## src/hw/rtl/hvo_pkg.sv

```systemverilog
// Shared types, constants and helper functions for the haversine odometer.
// No dependencies; used by hvo_mul, hvo_cordic and the top level.
`timescale 1ns / 1ps

package hvo_pkg;

  // Default values for top-level parameters
  localparam int CORDIC_STEPS_DEF = 28;
  localparam int DIST_WIDTH_DEF   = 32;

  // Datapath widths
  localparam int CORD_W = 36;  // signed Q30 angle / vector width
  localparam int MUL_W  = 34;  // multiplier operand magnitude width

  // Q30 constants
  localparam logic signed [CORD_W-1:0] PI_Q30      = 36'sd3373259426;
  localparam logic signed [CORD_W-1:0] HALF_PI_Q30 = 36'sd1686629713;
  localparam logic signed [CORD_W-1:0] TWO_PI_Q30  = 36'sd6746518852;
  localparam logic signed [CORD_W-1:0] ONE_Q30     = 36'sd1073741824;
  localparam logic signed [CORD_W-1:0] GAIN_Q30    = 36'sh026DD3B6A;

  // Radians per 1e-7 degree, Q60
  localparam logic [63:0] RAD_PER_E7_Q60 = 64'h3243F6A8885A308D / 64'd1800000000;

  // Register indexes (address bit 2)
  localparam logic REG_THRESHOLD = 1'b0;
  localparam logic REG_RADIUS    = 1'b1;

  // CORDIC command
  typedef struct packed {
    logic start;
    logic vectoring;
  } cordic_cmd_t;

  // Truncated Q30 arctangent table, zero past the end
  function automatic logic signed [CORD_W-1:0] atan_q30(input logic [5:0] idx);
    logic signed [CORD_W-1:0] v;
    case (idx)
      6'd0:  v = 36'sh03243F6A8;
      6'd1:  v = 36'sh01DAC6705;
      6'd2:  v = 36'sh00FADBAFC;
      6'd3:  v = 36'sh007F56EA6;
      6'd4:  v = 36'sh003FEAB76;
      6'd5:  v = 36'sh001FFD55B;
      6'd6:  v = 36'sh000FFFAAA;
      6'd7:  v = 36'sh0007FFF55;
      6'd8:  v = 36'sh0003FFFEA;
      6'd9:  v = 36'sh0001FFFFD;
      6'd10: v = 36'sh0000FFFFF;
      6'd11: v = 36'sh00007FFFF;
      6'd12: v = 36'sh00003FFFF;
      6'd13: v = 36'sh00001FFFF;
      6'd14: v = 36'sh00000FFFF;
      6'd15: v = 36'sh000007FFF;
      6'd16: v = 36'sh000003FFF;
      6'd17: v = 36'sh000001FFF;
      6'd18: v = 36'sh000000FFF;
      6'd19: v = 36'sh0000007FF;
      6'd20: v = 36'sh0000003FF;
      6'd21: v = 36'sh0000001FF;
      6'd22: v = 36'sh0000000FF;
      6'd23: v = 36'sh00000007F;
      6'd24: v = 36'sh00000003F;
      6'd25: v = 36'sh00000001F;
      6'd26: v = 36'sh00000000F;
      6'd27: v = 36'sh000000008;
      6'd28: v = 36'sh000000004;
      6'd29: v = 36'sh000000002;
      6'd30: v = 36'sh000000001;
      default: v = '0;
    endcase
    return v;
  endfunction

  // Magnitude of a signed value, narrowed to the multiplier operand width
  function automatic logic [MUL_W-1:0] mag34(input logic signed [CORD_W-1:0] v);
    logic signed [CORD_W-1:0] n;
    n = v[CORD_W-1] ? -v : v;
    return n[MUL_W-1:0];
  endfunction

endpackage

```

## src/hw/rtl/hvo_mul.sv

```systemverilog
// Iterative shift-add unsigned multiplier, one operand bit per cycle.
// Depends on hvo_pkg (MUL_W).
`timescale 1ns / 1ps

module hvo_mul (
  input  logic                         clk_i,
  input  logic                         rst_ni,
  input  logic                         start_i,
  input  logic [hvo_pkg::MUL_W-1:0]    a_i,
  input  logic [hvo_pkg::MUL_W-1:0]    b_i,
  output logic                         done_o,
  output logic [2*hvo_pkg::MUL_W-1:0]  p_o
);
  import hvo_pkg::*;

  localparam int CNT_W = $clog2(MUL_W);

  logic [2*MUL_W-1:0] acc_q;
  logic [MUL_W-1:0]   mcand_q;
  logic [CNT_W-1:0]   cnt_q;
  logic               busy_q;
  logic               done_q;
  logic [MUL_W:0]     sum;

  // Add the multiplicand into the upper half when the current bit is set
  always_comb begin
    if (acc_q[0]) begin
      sum = {1'b0, acc_q[2*MUL_W-1:MUL_W]} + {1'b0, mcand_q};
    end else begin
      sum = {1'b0, acc_q[2*MUL_W-1:MUL_W]};
    end
  end

  // Control
  always_ff @(posedge clk_i or negedge rst_ni) begin
    if (!rst_ni) begin
      busy_q <= 1'b0;
      done_q <= 1'b0;
      cnt_q  <= '0;
    end else begin
      done_q <= 1'b0;
      if (start_i) begin
        busy_q <= 1'b1;
        cnt_q  <= '0;
      end else if (busy_q) begin
        cnt_q <= cnt_q + 1'b1;
        if (cnt_q == CNT_W'(MUL_W - 1)) begin
          busy_q <= 1'b0;
          done_q <= 1'b1;
        end
      end
    end
  end

  // Datapath
  always_ff @(posedge clk_i) begin
    if (start_i) begin
      acc_q   <= {{MUL_W{1'b0}}, b_i};
      mcand_q <= a_i;
    end else if (busy_q) begin
      acc_q <= {sum, acc_q[MUL_W-1:1]};
    end
  end

  assign done_o = done_q;
  assign p_o    = acc_q;

endmodule

```

## src/hw/rtl/hvo_cordic.sv

```systemverilog
// Shared CORDIC engine, rotation (sin/cos) or vectoring (atan) mode,
// one micro-rotation per cycle. Depends on hvo_pkg.
`timescale 1ns / 1ps

module hvo_cordic #(
  parameter int CORDIC_STEPS = hvo_pkg::CORDIC_STEPS_DEF
) (
  input  logic                               clk_i,
  input  logic                               rst_ni,
  input  hvo_pkg::cordic_cmd_t               cmd_i,
  input  logic signed [hvo_pkg::CORD_W-1:0]  x_i,
  input  logic signed [hvo_pkg::CORD_W-1:0]  y_i,
  input  logic signed [hvo_pkg::CORD_W-1:0]  z_i,
  output logic                               done_o,
  output logic signed [hvo_pkg::CORD_W-1:0]  x_o,
  output logic signed [hvo_pkg::CORD_W-1:0]  y_o,
  output logic signed [hvo_pkg::CORD_W-1:0]  z_o
);
  import hvo_pkg::*;

  localparam int CNT_W = $clog2(CORDIC_STEPS);

  logic signed [CORD_W-1:0] x_q, y_q, z_q;
  logic signed [CORD_W-1:0] dx, dy, at;
  logic [CNT_W-1:0]         cnt_q;
  logic                     vec_q;
  logic                     busy_q;
  logic                     done_q;
  logic                     up;

  // Shifted terms and rotation direction
  always_comb begin
    dx = y_q >>> cnt_q;
    dy = x_q >>> cnt_q;
    at = atan_q30(6'(cnt_q));
    if (vec_q) begin
      up = y_q[CORD_W-1] || (y_q == '0);
    end else begin
      up = !z_q[CORD_W-1];
    end
  end

  // Control
  always_ff @(posedge clk_i or negedge rst_ni) begin
    if (!rst_ni) begin
      busy_q <= 1'b0;
      done_q <= 1'b0;
      cnt_q  <= '0;
      vec_q  <= 1'b0;
    end else begin
      done_q <= 1'b0;
      if (cmd_i.start) begin
        busy_q <= 1'b1;
        cnt_q  <= '0;
        vec_q  <= cmd_i.vectoring;
      end else if (busy_q) begin
        cnt_q <= cnt_q + 1'b1;
        if (cnt_q == CNT_W'(CORDIC_STEPS - 1)) begin
          busy_q <= 1'b0;
          done_q <= 1'b1;
        end
      end
    end
  end

  // Micro-rotation
  always_ff @(posedge clk_i) begin
    if (cmd_i.start) begin
      x_q <= x_i;
      y_q <= y_i;
      z_q <= z_i;
    end else if (busy_q) begin
      if (up) begin
        x_q <= x_q - dx;
        y_q <= y_q + dy;
        z_q <= z_q - at;
      end else begin
        x_q <= x_q + dx;
        y_q <= y_q - dy;
        z_q <= z_q + at;
      end
    end
  end

  assign done_o = done_q;
  assign x_o    = x_q;
  assign y_o    = y_q;
  assign z_o    = z_q;

endmodule

```

## src/hw/rtl/gps_haversine_odometer_unit.sv

```systemverilog
// Haversine GPS odometer: top level with sequencer, square root and BCD.
// Depends on hvo_pkg, hvo_mul and hvo_cordic.
//
//  channel   | dir | handshake            | content
//  ----------+-----+----------------------+-------------------------------------
//  s_axis    | in  | tvalid/tready        | tdata: lat_e7, lon_e7; tuser: start
//  m_axis    | out | tvalid/tready        | tdata: step, total, reached, digits
//  apb       | in  | psel/penable, pready | threshold_dm @0x0, earth_radius_m @0x4
//
// A starting fix skips the distance computation and goes straight to BCD
// conversion. Any other fix is paced by the serial multiplier and the CORDIC
// engine, each used in turn. The input is ready only when the sequencer is
// idle; the result register lets a new fix start while the last result waits.
// Reset is asynchronous, active low.
`timescale 1ns / 1ps

module gps_haversine_odometer_unit #(
  parameter int CORDIC_STEPS = hvo_pkg::CORDIC_STEPS_DEF,
  parameter int DIST_WIDTH   = hvo_pkg::DIST_WIDTH_DEF
) (
  input  logic        clk_i,
  input  logic        rst_ni,
  // tdata: [30:0] lat_e7, [62:31] lon_e7, [63] zero
  input  logic [63:0] s_axis_tdata_i,
  // tuser: [0] start_fix
  input  logic [0:0]  s_axis_tuser_i,
  input  logic        s_axis_tvalid_i,
  output logic        s_axis_tready_o,
  // tdata: [31:0] step_dm, [63:32] total_dm, [64] reached, [68:65] hundreds,
  //        [72:69] tens, [76:73] ones, [80:77] tenths, [87:81] zero
  output logic [87:0] m_axis_tdata_o,
  output logic        m_axis_tvalid_o,
  input  logic        m_axis_tready_i,
  input  logic        psel,
  input  logic        penable,
  input  logic        pwrite,
  input  logic [2:0]  paddr,
  input  logic [31:0] pwdata,
  output logic [31:0] prdata,
  output logic        pready
);
  import hvo_pkg::*;

  localparam int CMP_W  = (DIST_WIDTH > 32) ? DIST_WIDTH : 32;
  localparam int STP_W  = (DIST_WIDTH > 38) ? DIST_WIDTH : 38;
  localparam int BCNT_W = $clog2(DIST_WIDTH);
  localparam logic [DIST_WIDTH-1:0] DIST_MAX = {DIST_WIDTH{1'b1}};
  localparam logic [30:0] ONE_A = 31'h4000_0000;

  // Sequencer states
  localparam logic [4:0] S_IDLE   = 5'd0;
  localparam logic [4:0] S_CONV   = 5'd1;
  localparam logic [4:0] S_CONV_W = 5'd2;
  localparam logic [4:0] S_WRAP   = 5'd3;
  localparam logic [4:0] S_FOLD   = 5'd4;
  localparam logic [4:0] S_ROT_W  = 5'd5;
  localparam logic [4:0] S_PROD   = 5'd6;
  localparam logic [4:0] S_PROD_W = 5'd7;
  localparam logic [4:0] S_SQI    = 5'd8;
  localparam logic [4:0] S_SQ     = 5'd9;
  localparam logic [4:0] S_VEC    = 5'd10;
  localparam logic [4:0] S_VEC_W  = 5'd11;
  localparam logic [4:0] S_DIST   = 5'd12;
  localparam logic [4:0] S_DIST_W = 5'd13;
  localparam logic [4:0] S_ACC    = 5'd14;
  localparam logic [4:0] S_BCDI   = 5'd15;
  localparam logic [4:0] S_BCD    = 5'd16;
  localparam logic [4:0] S_OUT    = 5'd17;

  logic [4:0] state_q, state_d;
  logic [1:0] k_q;
  logic       sq_sel_q;

  // Configuration
  logic [31:0] thr_q;
  logic [23:0] rad_q;

  // Fix and state
  logic signed [30:0]       lat_q, prev_lat_q;
  logic signed [31:0]       lon_q, prev_lon_q;
  logic [DIST_WIDTH-1:0]    total_q, step_q;

  // Intermediate values
  logic signed [CORD_W-1:0] th_q, s1_q, s2_q, cp_q, cn_q, t1_q, t2_q, cc_q;
  logic                     flip_q, neg_q;
  logic [30:0]              a_q, ang_q;
  logic [31:0]              sy_q, sx_q;

  // Square root
  logic [63:0] sq_v_q, sq_r_q, sq_b_q, sq_rb, sq_r_nx;
  logic [4:0]  sq_cnt_q;

  // Binary to BCD
  logic [DIST_WIDTH-1:0] bcd_sh_q;
  logic [15:0]           bcd_q, bcd_adj;
  logic [BCNT_W-1:0]     bcd_cnt_q;

  // Output register
  logic        m_valid_q;
  logic [87:0] m_data_q;

  // Shared units
  logic                     mul_start, mul_done;
  logic [MUL_W-1:0]         mul_a, mul_b;
  logic [2*MUL_W-1:0]       mul_p;
  cordic_cmd_t              cor_cmd;
  logic signed [CORD_W-1:0] cor_x_in, cor_y_in, cor_z_in, cor_x, cor_y, cor_z;
  logic                     cor_done;

  // Misc combinational
  logic signed [33:0]       ang_in;
  logic signed [CORD_W-1:0] ang_in_w, fold_th, prod_a, prod_b, t_new;
  logic                     fold_flip, mul_neg;
  logic [34:0]              thm;
  logic signed [2*MUL_W:0]  sp;
  logic signed [CORD_W:0]   a_sum;
  logic [37:0]              step_full;
  logic [STP_W-1:0]         step_ext;
  logic [DIST_WIDTH:0]      tot_sum;
  logic [CMP_W-1:0]         tot_cmp, step_cmp;
  logic                     in_acc;

  hvo_mul u_mul (
    .clk_i   (clk_i),
    .rst_ni  (rst_ni),
    .start_i (mul_start),
    .a_i     (mul_a),
    .b_i     (mul_b),
    .done_o  (mul_done),
    .p_o     (mul_p)
  );

  hvo_cordic #(
    .CORDIC_STEPS (CORDIC_STEPS)
  ) u_cordic (
    .clk_i  (clk_i),
    .rst_ni (rst_ni),
    .cmd_i  (cor_cmd),
    .x_i    (cor_x_in),
    .y_i    (cor_y_in),
    .z_i    (cor_z_in),
    .done_o (cor_done),
    .x_o    (cor_x),
    .y_o    (cor_y),
    .z_o    (cor_z)
  );

  assign in_acc          = s_axis_tvalid_i && s_axis_tready_o;
  assign s_axis_tready_o = (state_q == S_IDLE);

  // APB register file
  assign pready = 1'b1;
  always_comb begin
    if (paddr[2] == REG_RADIUS) begin
      prdata = {8'd0, rad_q};
    end else begin
      prdata = thr_q;
    end
  end

  always_ff @(posedge clk_i or negedge rst_ni) begin
    if (!rst_ni) begin
      thr_q <= 32'd1000;
      rad_q <= 24'd6371000;
    end else if (psel && penable && pwrite && pready) begin
      if (paddr[2] == REG_THRESHOLD) begin
        thr_q <= pwdata;
      end else begin
        rad_q <= pwdata[23:0];
      end
    end
  end

  // Angle source for the degree-to-radian conversion
  always_comb begin
    case (k_q)
      2'd0:    ang_in = 34'(lat_q) - 34'(prev_lat_q);
      2'd1:    ang_in = 34'(lon_q) - 34'(prev_lon_q);
      2'd2:    ang_in = 34'(prev_lat_q);
      default: ang_in = 34'(lat_q);
    endcase
    ang_in_w = CORD_W'(ang_in);
  end

  // Product operand select
  always_comb begin
    case (k_q)
      2'd0:    begin prod_a = s1_q; prod_b = s1_q; end
      2'd1:    begin prod_a = s2_q; prod_b = s2_q; end
      2'd2:    begin prod_a = cp_q; prod_b = cn_q; end
      default: begin prod_a = cc_q; prod_b = t2_q; end
    endcase
  end

  // Multiplier command
  always_comb begin
    mul_start = 1'b0;
    mul_a     = '0;
    mul_b     = '0;
    mul_neg   = 1'b0;
    case (state_q)
      S_CONV: begin
        mul_start = 1'b1;
        mul_a     = mag34(ang_in_w);
        mul_b     = MUL_W'(RAD_PER_E7_Q60);
        mul_neg   = ang_in[33];
      end
      S_PROD: begin
        mul_start = 1'b1;
        mul_a     = mag34(prod_a);
        mul_b     = mag34(prod_b);
        mul_neg   = prod_a[CORD_W-1] ^ prod_b[CORD_W-1];
      end
      S_DIST: begin
        mul_start = 1'b1;
        mul_a     = MUL_W'({rad_q, 3'b000}) + MUL_W'({rad_q, 1'b0});
        mul_b     = MUL_W'({ang_q, 1'b0});
      end
      default: ;
    endcase
  end

  // Fold into [-pi/2, pi/2]
  always_comb begin
    fold_th   = th_q;
    fold_flip = 1'b0;
    if (th_q > HALF_PI_Q30) begin
      fold_th   = PI_Q30 - th_q;
      fold_flip = 1'b1;
    end else if (th_q < -HALF_PI_Q30) begin
      fold_th   = -PI_Q30 - th_q;
      fold_flip = 1'b1;
    end
  end

  // CORDIC command
  always_comb begin
    cor_cmd  = '0;
    cor_x_in = GAIN_Q30;
    cor_y_in = '0;
    cor_z_in = fold_th;
    if (state_q == S_FOLD) begin
      cor_cmd.start = 1'b1;
    end else if (state_q == S_VEC) begin
      cor_cmd.start     = 1'b1;
      cor_cmd.vectoring = 1'b1;
      cor_x_in          = CORD_W'(sx_q);
      cor_y_in          = CORD_W'(sy_q);
      cor_z_in          = '0;
    end
  end

  // Result shaping
  always_comb begin
    if (k_q[1]) begin
      thm = 35'(mul_p >> 30);
    end else begin
      thm = 35'(mul_p >> 31);
    end
    sp        = neg_q ? -$signed({1'b0, mul_p}) : $signed({1'b0, mul_p});
    t_new     = CORD_W'(sp >>> 30);
    a_sum     = (CORD_W+1)'(t1_q) + (CORD_W+1)'(t_new);
    step_full = 38'((mul_p + (2*MUL_W)'(1 << 29)) >> 30);
    step_ext  = STP_W'(step_full);
    tot_sum   = {1'b0, total_q} + {1'b0, step_q};
    tot_cmp   = CMP_W'(total_q);
    step_cmp  = CMP_W'(step_q);
  end

  // Square root step
  always_comb begin
    sq_rb = sq_r_q + sq_b_q;
    if (sq_v_q >= sq_rb) begin
      sq_r_nx = (sq_r_q >> 1) + sq_b_q;
    end else begin
      sq_r_nx = sq_r_q >> 1;
    end
  end

  // Add-3 adjust of four BCD digits
  always_comb begin
    for (int i = 0; i < 4; i++) begin
      if (bcd_q[4*i +: 4] >= 4'd5) begin
        bcd_adj[4*i +: 4] = bcd_q[4*i +: 4] + 4'd3;
      end else begin
        bcd_adj[4*i +: 4] = bcd_q[4*i +: 4];
      end
    end
  end

  // Next state
  always_comb begin
    state_d = state_q;
    case (state_q)
      S_IDLE:   if (in_acc) state_d = s_axis_tuser_i[0] ? S_BCDI : S_CONV;
      S_CONV:   state_d = S_CONV_W;
      S_CONV_W: if (mul_done) state_d = S_WRAP;
      S_WRAP:   state_d = S_FOLD;
      S_FOLD:   state_d = S_ROT_W;
      S_ROT_W:  if (cor_done) state_d = (k_q == 2'd3) ? S_PROD : S_CONV;
      S_PROD:   state_d = S_PROD_W;
      S_PROD_W: if (mul_done) state_d = (k_q == 2'd3) ? S_SQI : S_PROD;
      S_SQI:    state_d = S_SQ;
      S_SQ:     if (sq_cnt_q == 5'd31) state_d = sq_sel_q ? S_VEC : S_SQI;
      S_VEC:    state_d = S_VEC_W;
      S_VEC_W:  if (cor_done) state_d = S_DIST;
      S_DIST:   state_d = S_DIST_W;
      S_DIST_W: if (mul_done) state_d = S_ACC;
      S_ACC:    state_d = S_BCDI;
      S_BCDI:   state_d = S_BCD;
      S_BCD:    if (bcd_cnt_q == BCNT_W'(DIST_WIDTH - 1)) state_d = S_OUT;
      S_OUT:    if (!m_valid_q || m_axis_tready_i) state_d = S_IDLE;
      default:  state_d = S_IDLE;
    endcase
  end

  // Control registers
  always_ff @(posedge clk_i or negedge rst_ni) begin
    if (!rst_ni) begin
      state_q    <= S_IDLE;
      k_q        <= '0;
      sq_sel_q   <= 1'b0;
      prev_lat_q <= '0;
      prev_lon_q <= '0;
      total_q    <= '0;
      m_valid_q  <= 1'b0;
    end else begin
      state_q <= state_d;
      if (state_q == S_IDLE) begin
        k_q      <= '0;
        sq_sel_q <= 1'b0;
      end
      if (state_q == S_ROT_W && cor_done) k_q <= k_q + 1'b1;
      if (state_q == S_PROD_W && mul_done) k_q <= k_q + 1'b1;
      if (state_q == S_SQ && sq_cnt_q == 5'd31) sq_sel_q <= 1'b1;
      // Saturating accumulate
      if (state_q == S_ACC) begin
        total_q <= tot_sum[DIST_WIDTH] ? DIST_MAX : tot_sum[DIST_WIDTH-1:0];
      end
      // Result handoff
      if (state_q == S_OUT && (!m_valid_q || m_axis_tready_i)) begin
        m_valid_q  <= 1'b1;
        prev_lat_q <= lat_q;
        prev_lon_q <= lon_q;
      end else if (m_valid_q && m_axis_tready_i) begin
        m_valid_q <= 1'b0;
      end
    end
  end

  // Datapath registers
  always_ff @(posedge clk_i) begin
    case (state_q)
      S_IDLE: begin
        if (in_acc) begin
          lat_q  <= $signed(s_axis_tdata_i[30:0]);
          lon_q  <= $signed(s_axis_tdata_i[62:31]);
          step_q <= '0;
        end
      end
      S_CONV: neg_q <= mul_neg;
      S_CONV_W: begin
        if (mul_done) begin
          th_q <= neg_q ? -$signed({1'b0, thm}) : $signed({1'b0, thm});
        end
      end
      // Bring the angle into [-pi, pi]
      S_WRAP: begin
        if (th_q > PI_Q30) begin
          th_q <= th_q - TWO_PI_Q30;
        end else if (th_q < -PI_Q30) begin
          th_q <= th_q + TWO_PI_Q30;
        end
      end
      S_FOLD: flip_q <= fold_flip;
      S_ROT_W: begin
        if (cor_done) begin
          case (k_q)
            2'd0:    s1_q <= cor_y;
            2'd1:    s2_q <= cor_y;
            2'd2:    cp_q <= flip_q ? -cor_x : cor_x;
            default: cn_q <= flip_q ? -cor_x : cor_x;
          endcase
        end
      end
      S_PROD: neg_q <= mul_neg;
      S_PROD_W: begin
        if (mul_done) begin
          case (k_q)
            2'd0: t1_q <= t_new;
            2'd1: t2_q <= t_new;
            2'd2: cc_q <= t_new;
            default: begin
              // Clamp the haversine term to [0, 1]
              if (a_sum[CORD_W]) begin
                a_q <= '0;
              end else if (a_sum > (CORD_W+1)'(ONE_Q30)) begin
                a_q <= ONE_A;
              end else begin
                a_q <= a_sum[30:0];
              end
            end
          endcase
        end
      end
      S_SQI: begin
        sq_v_q   <= sq_sel_q ? {3'd0, ONE_A - a_q, 30'd0} : {3'd0, a_q, 30'd0};
        sq_r_q   <= '0;
        sq_b_q   <= 64'h4000_0000_0000_0000;
        sq_cnt_q <= '0;
      end
      S_SQ: begin
        if (sq_v_q >= sq_rb) sq_v_q <= sq_v_q - sq_rb;
        sq_r_q   <= sq_r_nx;
        sq_b_q   <= sq_b_q >> 2;
        sq_cnt_q <= sq_cnt_q + 1'b1;
        if (sq_cnt_q == 5'd31) begin
          if (sq_sel_q) begin
            sx_q <= sq_r_nx[31:0];
          end else begin
            sy_q <= sq_r_nx[31:0];
          end
        end
      end
      // Clamp the central half-angle to [0, pi/2]
      S_VEC_W: begin
        if (cor_done) begin
          if (cor_z[CORD_W-1]) begin
            ang_q <= '0;
          end else if (cor_z > HALF_PI_Q30) begin
            ang_q <= HALF_PI_Q30[30:0];
          end else begin
            ang_q <= cor_z[30:0];
          end
        end
      end
      S_DIST_W: begin
        if (mul_done) begin
          step_q <= (step_ext > STP_W'(DIST_MAX)) ? DIST_MAX : step_ext[DIST_WIDTH-1:0];
        end
      end
      S_BCDI: begin
        bcd_sh_q  <= total_q;
        bcd_q     <= '0;
        bcd_cnt_q <= '0;
      end
      S_BCD: begin
        bcd_q     <= {bcd_adj[14:0], bcd_sh_q[DIST_WIDTH-1]};
        bcd_sh_q  <= bcd_sh_q << 1;
        bcd_cnt_q <= bcd_cnt_q + 1'b1;
      end
      S_OUT: begin
        if (!m_valid_q || m_axis_tready_i) begin
          m_data_q <= {7'd0, bcd_q[3:0], bcd_q[7:4], bcd_q[11:8], bcd_q[15:12],
                       (tot_cmp >= CMP_W'(thr_q)), tot_cmp[31:0], step_cmp[31:0]};
        end
      end
      default: ;
    endcase
  end

  assign m_axis_tvalid_o = m_valid_q;
  assign m_axis_tdata_o  = m_data_q;

`ifndef SYNTH
  // A starting fix goes straight to digit conversion
  assert property (@(posedge clk_i) disable iff (!rst_ni)
    in_acc && s_axis_tuser_i[0] |=> state_q == S_BCDI)
    else $error("start fix did not skip distance computation");

  // The running total never decreases
  assert property (@(posedge clk_i) disable iff (!rst_ni)
    1'b1 |=> total_q >= $past(total_q))
    else $error("total distance decreased");

  // Haversine term is clamped before the square roots
  assert property (@(posedge clk_i) disable iff (!rst_ni)
    state_q == S_SQI |-> a_q <= ONE_A)
    else $error("haversine term above one");

  // Multiplier results arrive only in a waiting state
  assert property (@(posedge clk_i) disable iff (!rst_ni)
    mul_done |-> (state_q == S_CONV_W || state_q == S_PROD_W || state_q == S_DIST_W))
    else $error("unexpected multiplier completion");
`endif

endmodule
```

## config.mk

```make
export PLATFORM = sky130hd
export DESIGN_NAME = gps_haversine_odometer_unit
export DESIGN_NICKNAME = d
export VERILOG_FILES = /design/src/hw/rtl/hvo_pkg.sv /design/src/hw/rtl/hvo_mul.sv /design/src/hw/rtl/hvo_cordic.sv /design/src/hw/rtl/gps_haversine_odometer_unit.sv
export SDC_FILE = /design/constraint.sdc
export NUM_CORES = 2
export LEC_CHECK = 0
export BUFFER_PORTS_ARGS = -buffer_cell sky130_fd_sc_hd__buf_2
export CORE_ASPECT_RATIO = 0.6
export CORE_UTILIZATION = 30
export CTS_BUF_LIST = sky130_fd_sc_hd__clkbuf_16
export DETAILED_ROUTE_END_ITERATION = 8
export SYNTH_ARGS = -nofsm -noshare
export SYNTH_HDL_FRONTEND = slang
export SYNTH_SLANG_ARGS = --single-unit
```

## constraint.sdc

```tcl
create_clock -name clk_i -period 18.1 [get_ports clk_i]
set_input_delay 4.525 -clock clk_i [delete_from_list [all_inputs] [get_ports clk_i]]
set_output_delay 4.525 -clock clk_i [all_outputs]
set_load 0.03 [all_outputs]
```

==> impl_results.md <==
- Num CTS Buffers: 120
- GRT Residual Overflow: 0
- Row cnt: between 150 and 200
- H-tree Lvls: 3
- Area Overhead vs Synth: 11.4%
- FF+latch area: 34500 sq um
- Full die area: about 290000 sq um
- Chip width: just under 700 um
- Clk slew on worst S/H paths: approximately 70 ps
- Synth Area in Compound Gates: around a fifth
- Crit end category: output port
- Register area share after synthesis: 40.5%
- Slew Viols, Final: 0
- Starting Density: between 30% and 40%
- Avg WL per Cell: approximately 24 um
- Post-synth EDFFs: 980
- Post-CTS sizing: 0
- Slowest CP cell: buf_2
- Buffers on Ports: between 200 and 250
- Top cell by count, worst path: buf_2
- Period utilisation layout: 57.8%
- Unique masters post-synth: between 100 and 150
- Simple-gate share of the synthesized area: between 10 and 15%
- DRT Pass-1 Iters: 6
- Worst Path Arrival: slightly below 6000 ps
- Synth Area per Inst: approximately 9.6 sq um
- Hpwl dp: 235 mm
- Final nets: between 9000 and 10000
- Post-Syn Area: around 85000 sq um
- Setup Skew: 125 ps
- Worst reg-to-reg path cell count: 22
- Most common cell after layout, fill and taps aside: edfxtp_1
- GPL Wtd Cong: ~1
- Outcome: complete, no violations
- # clock sinks: 1190
- Min-delay src: step_cmp[11]
- Slew at the pin with the worst max-slew slack: about 1400 ps
- Max Clk Rate: about 96 MHz
- Antenna violation net count after detailed routing: 0
- Hold-fix buffers, CTS: 0
- Worst Hold Class: flip-flop to flip-flop
- Pin count of the biggest net entering global routing: between 90 and 100
- Setup repair bufs after CTS: 0
- Via Count: 73200
- Final Hold Fails: 0
- Combinational family with the most area after synthesis: compound AO/OA/AOI/OAI gates
- Most frequent cells in the layout: edfxtp_1, nand2_1, a21oi_1
- Max Cap Violations: 0
- Ratio of cells with drive above 1 in the final layout: about a tenth
- #FFs+latches synth: around 1200
- Tmin final: roughly 10000 ps
- Synth Flop Type: edfxtp_1
- GR Util All Layers: a little over 20%
- Final WL: roughly 310 mm
- I/O pin count: 230
- DRC Markers: 0
- Final setup viols: 0
- Clk_lat worst skew: 810 ps
- Hold Path End: m_axis_tdata_o[11]
- CP startpoint kind: input port
- Post-Synth XOR/XNOR Area: 8.00%
- Kind of critical path: input port to output port
- Maximum clock path buffer count: 3
- Initial antenna violation count: 33
- CTS tree: yes
- Slew headroom: ~6%
- R2r endpoint: sq_v_q[60]
- Worst R2R Start: sq_r_q[0]
- Initial DRC count: roughly 10000
- TNS Setup: 0 ps
- R2R Setup Slk: roughly 9000 ps
- Area of the multi-input gates: ~48000 sq um
- CP max FO: 57
- CTS root buf: clkbuf_16
- Syn Inst Count: a little under 9000
- Largest stage delay on the critical path: approximately 780 ps
- Worst Path Required: about 14000 ps
- Cell chain of the critical path: buf_2 -> mux2_2 -> buf_2
- Die H: 415 um
- Vias/cell: around 5.7
- Mux cell area share after synthesis: 5.51%
- First-pass GRT wire length: 446 mm
- Worst hold stages: 0
- Unrepaired setup endpoints after global routing: no
- Yosys warnings: 0
- Core area: roughly 280000 sq um
- Vias in the first global route: approximately 66000
- Async S/R FF share, synth: 14.8%
- Adder-cell share of the synthesized area: approximately 8.0%
- Filler cell count: 28600
-- kinds of logic after synthesis --
family | Yosys count
AO/OA/AOI/OAI | 2689
XOR/XNOR | 780
AND/OR/NAND/NOR | 2541
multiplexers | 315
adder cells (fa/ha/maj) | 541
buffers and inverters | 801
other | 2
flip-flops | 1190
-- state kept, by name, indices dropped and copies added (netlist names), 34 cells and up --
name,count
u_cordic.x_o,36
s2_q,35
cn_q,35
sq_v_q,64
t1_q,36
th_q,36
u_cordic.z_o,36
t2_q,35
s1_q,35
u_mul.p_o,68
cp_q,35
cc_q,35
m_axis_tdata_o,81
sq_r_q,64
u_cordic.y_o,36
u_mul.mcand_q,34
-- layer usage --
layer,vias up,GRT usage (%),part of all wire [%]
li1,33200,-,-
met1,35900,32.4,49
met2,3677,25.9,37
met3,345,6.46,12
met4,20,4.03,2.1
met5,-,0.265,0.072
-- metrics by stage --
step	setup WS, ps	hold slack (ps)	cell area (sq um)	std cells	util, %
after floorplan	7630	431	85400	8865	-
after detailed placement	7630	463	91000	12600	32.2
after CTS	7630	477	95000	12800	33.6
final	7650	476	95100	12800	33.6
after global routing	7540	493	95000	12800	33.6
after global placement	7630	453	91000	12600	32.2
-- layout make-up --
type / count / share of cell area [%]
clock buffers: 122 / 3.21
flip-flops and latches: 1190 / 36.3
inverters: 353 / 1.40
multi-input cells: 6874 / 50.5
clock inverters: 104 / 1.02
well taps: 3748 / 4.93
repair buffers: 396 / 2.56
diodes: 16 / 0.0421
-- worst max-delay path: cells and delay by family --
family | cells | cell delay (ps)
buffers and inverters | 2 | 960
muxes | 1 | 430
-- Yosys cell counts (78+ instances only) --
cell type | number | area share, %
and2_1 | 80 | 0.59
nand2b_1 | 98 | 0.72
mux2_2 | 122 | 1.6
ha_1 | 529 | 7.8
clkbuf_1 | 369 | 1.6
edfxtp_1 | 980 | 34
nor2b_1 | 82 | 0.60
dfrtp_1 | 159 | 4.7
a21o_1 | 222 | 2.0
mux4_2 | 83 | 2.2
a21oi_1 | 713 | 4.2
o21a_1 | 81 | 0.71
xor2_1 | 307 | 3.1
nand3_1 | 129 | 0.76
nand4_1 | 92 | 0.67
nor3_1 | 164 | 0.96
inv_1 | 348 | 1.5
and3_1 | 116 | 0.85
xnor2_1 | 473 | 4.9
a31oi_1 | 136 | 1.0
mux2i_1 | 85 | 1.0
nand2_1 | 830 | 3.6
o21bai_1 | 78 | 0.69
o21ai_0 | 665 | 3.9
nor2_1 | 647 | 2.8
-- worst max-delay path by stage --
stage / end / from / slack (ps) / cells past startpoint
after floorplan: sq_v_q[0] / state_q[4] / 7630 / 5
after global placement: prdata[0] / paddr[2] / 7630 / 3
after detailed placement: prdata[0] / paddr[2] / 7630 / 3
after CTS: prdata[0] / paddr[2] / 7630 / 3
after global routing: prdata[0] / paddr[2] / 7540 / 3
final: prdata[0] / paddr[2] / 7650 / 3
Power is left out: the tool's default activity adds up to more than one toggle a clock period on the data nets, which glitch-free logic cannot reach.
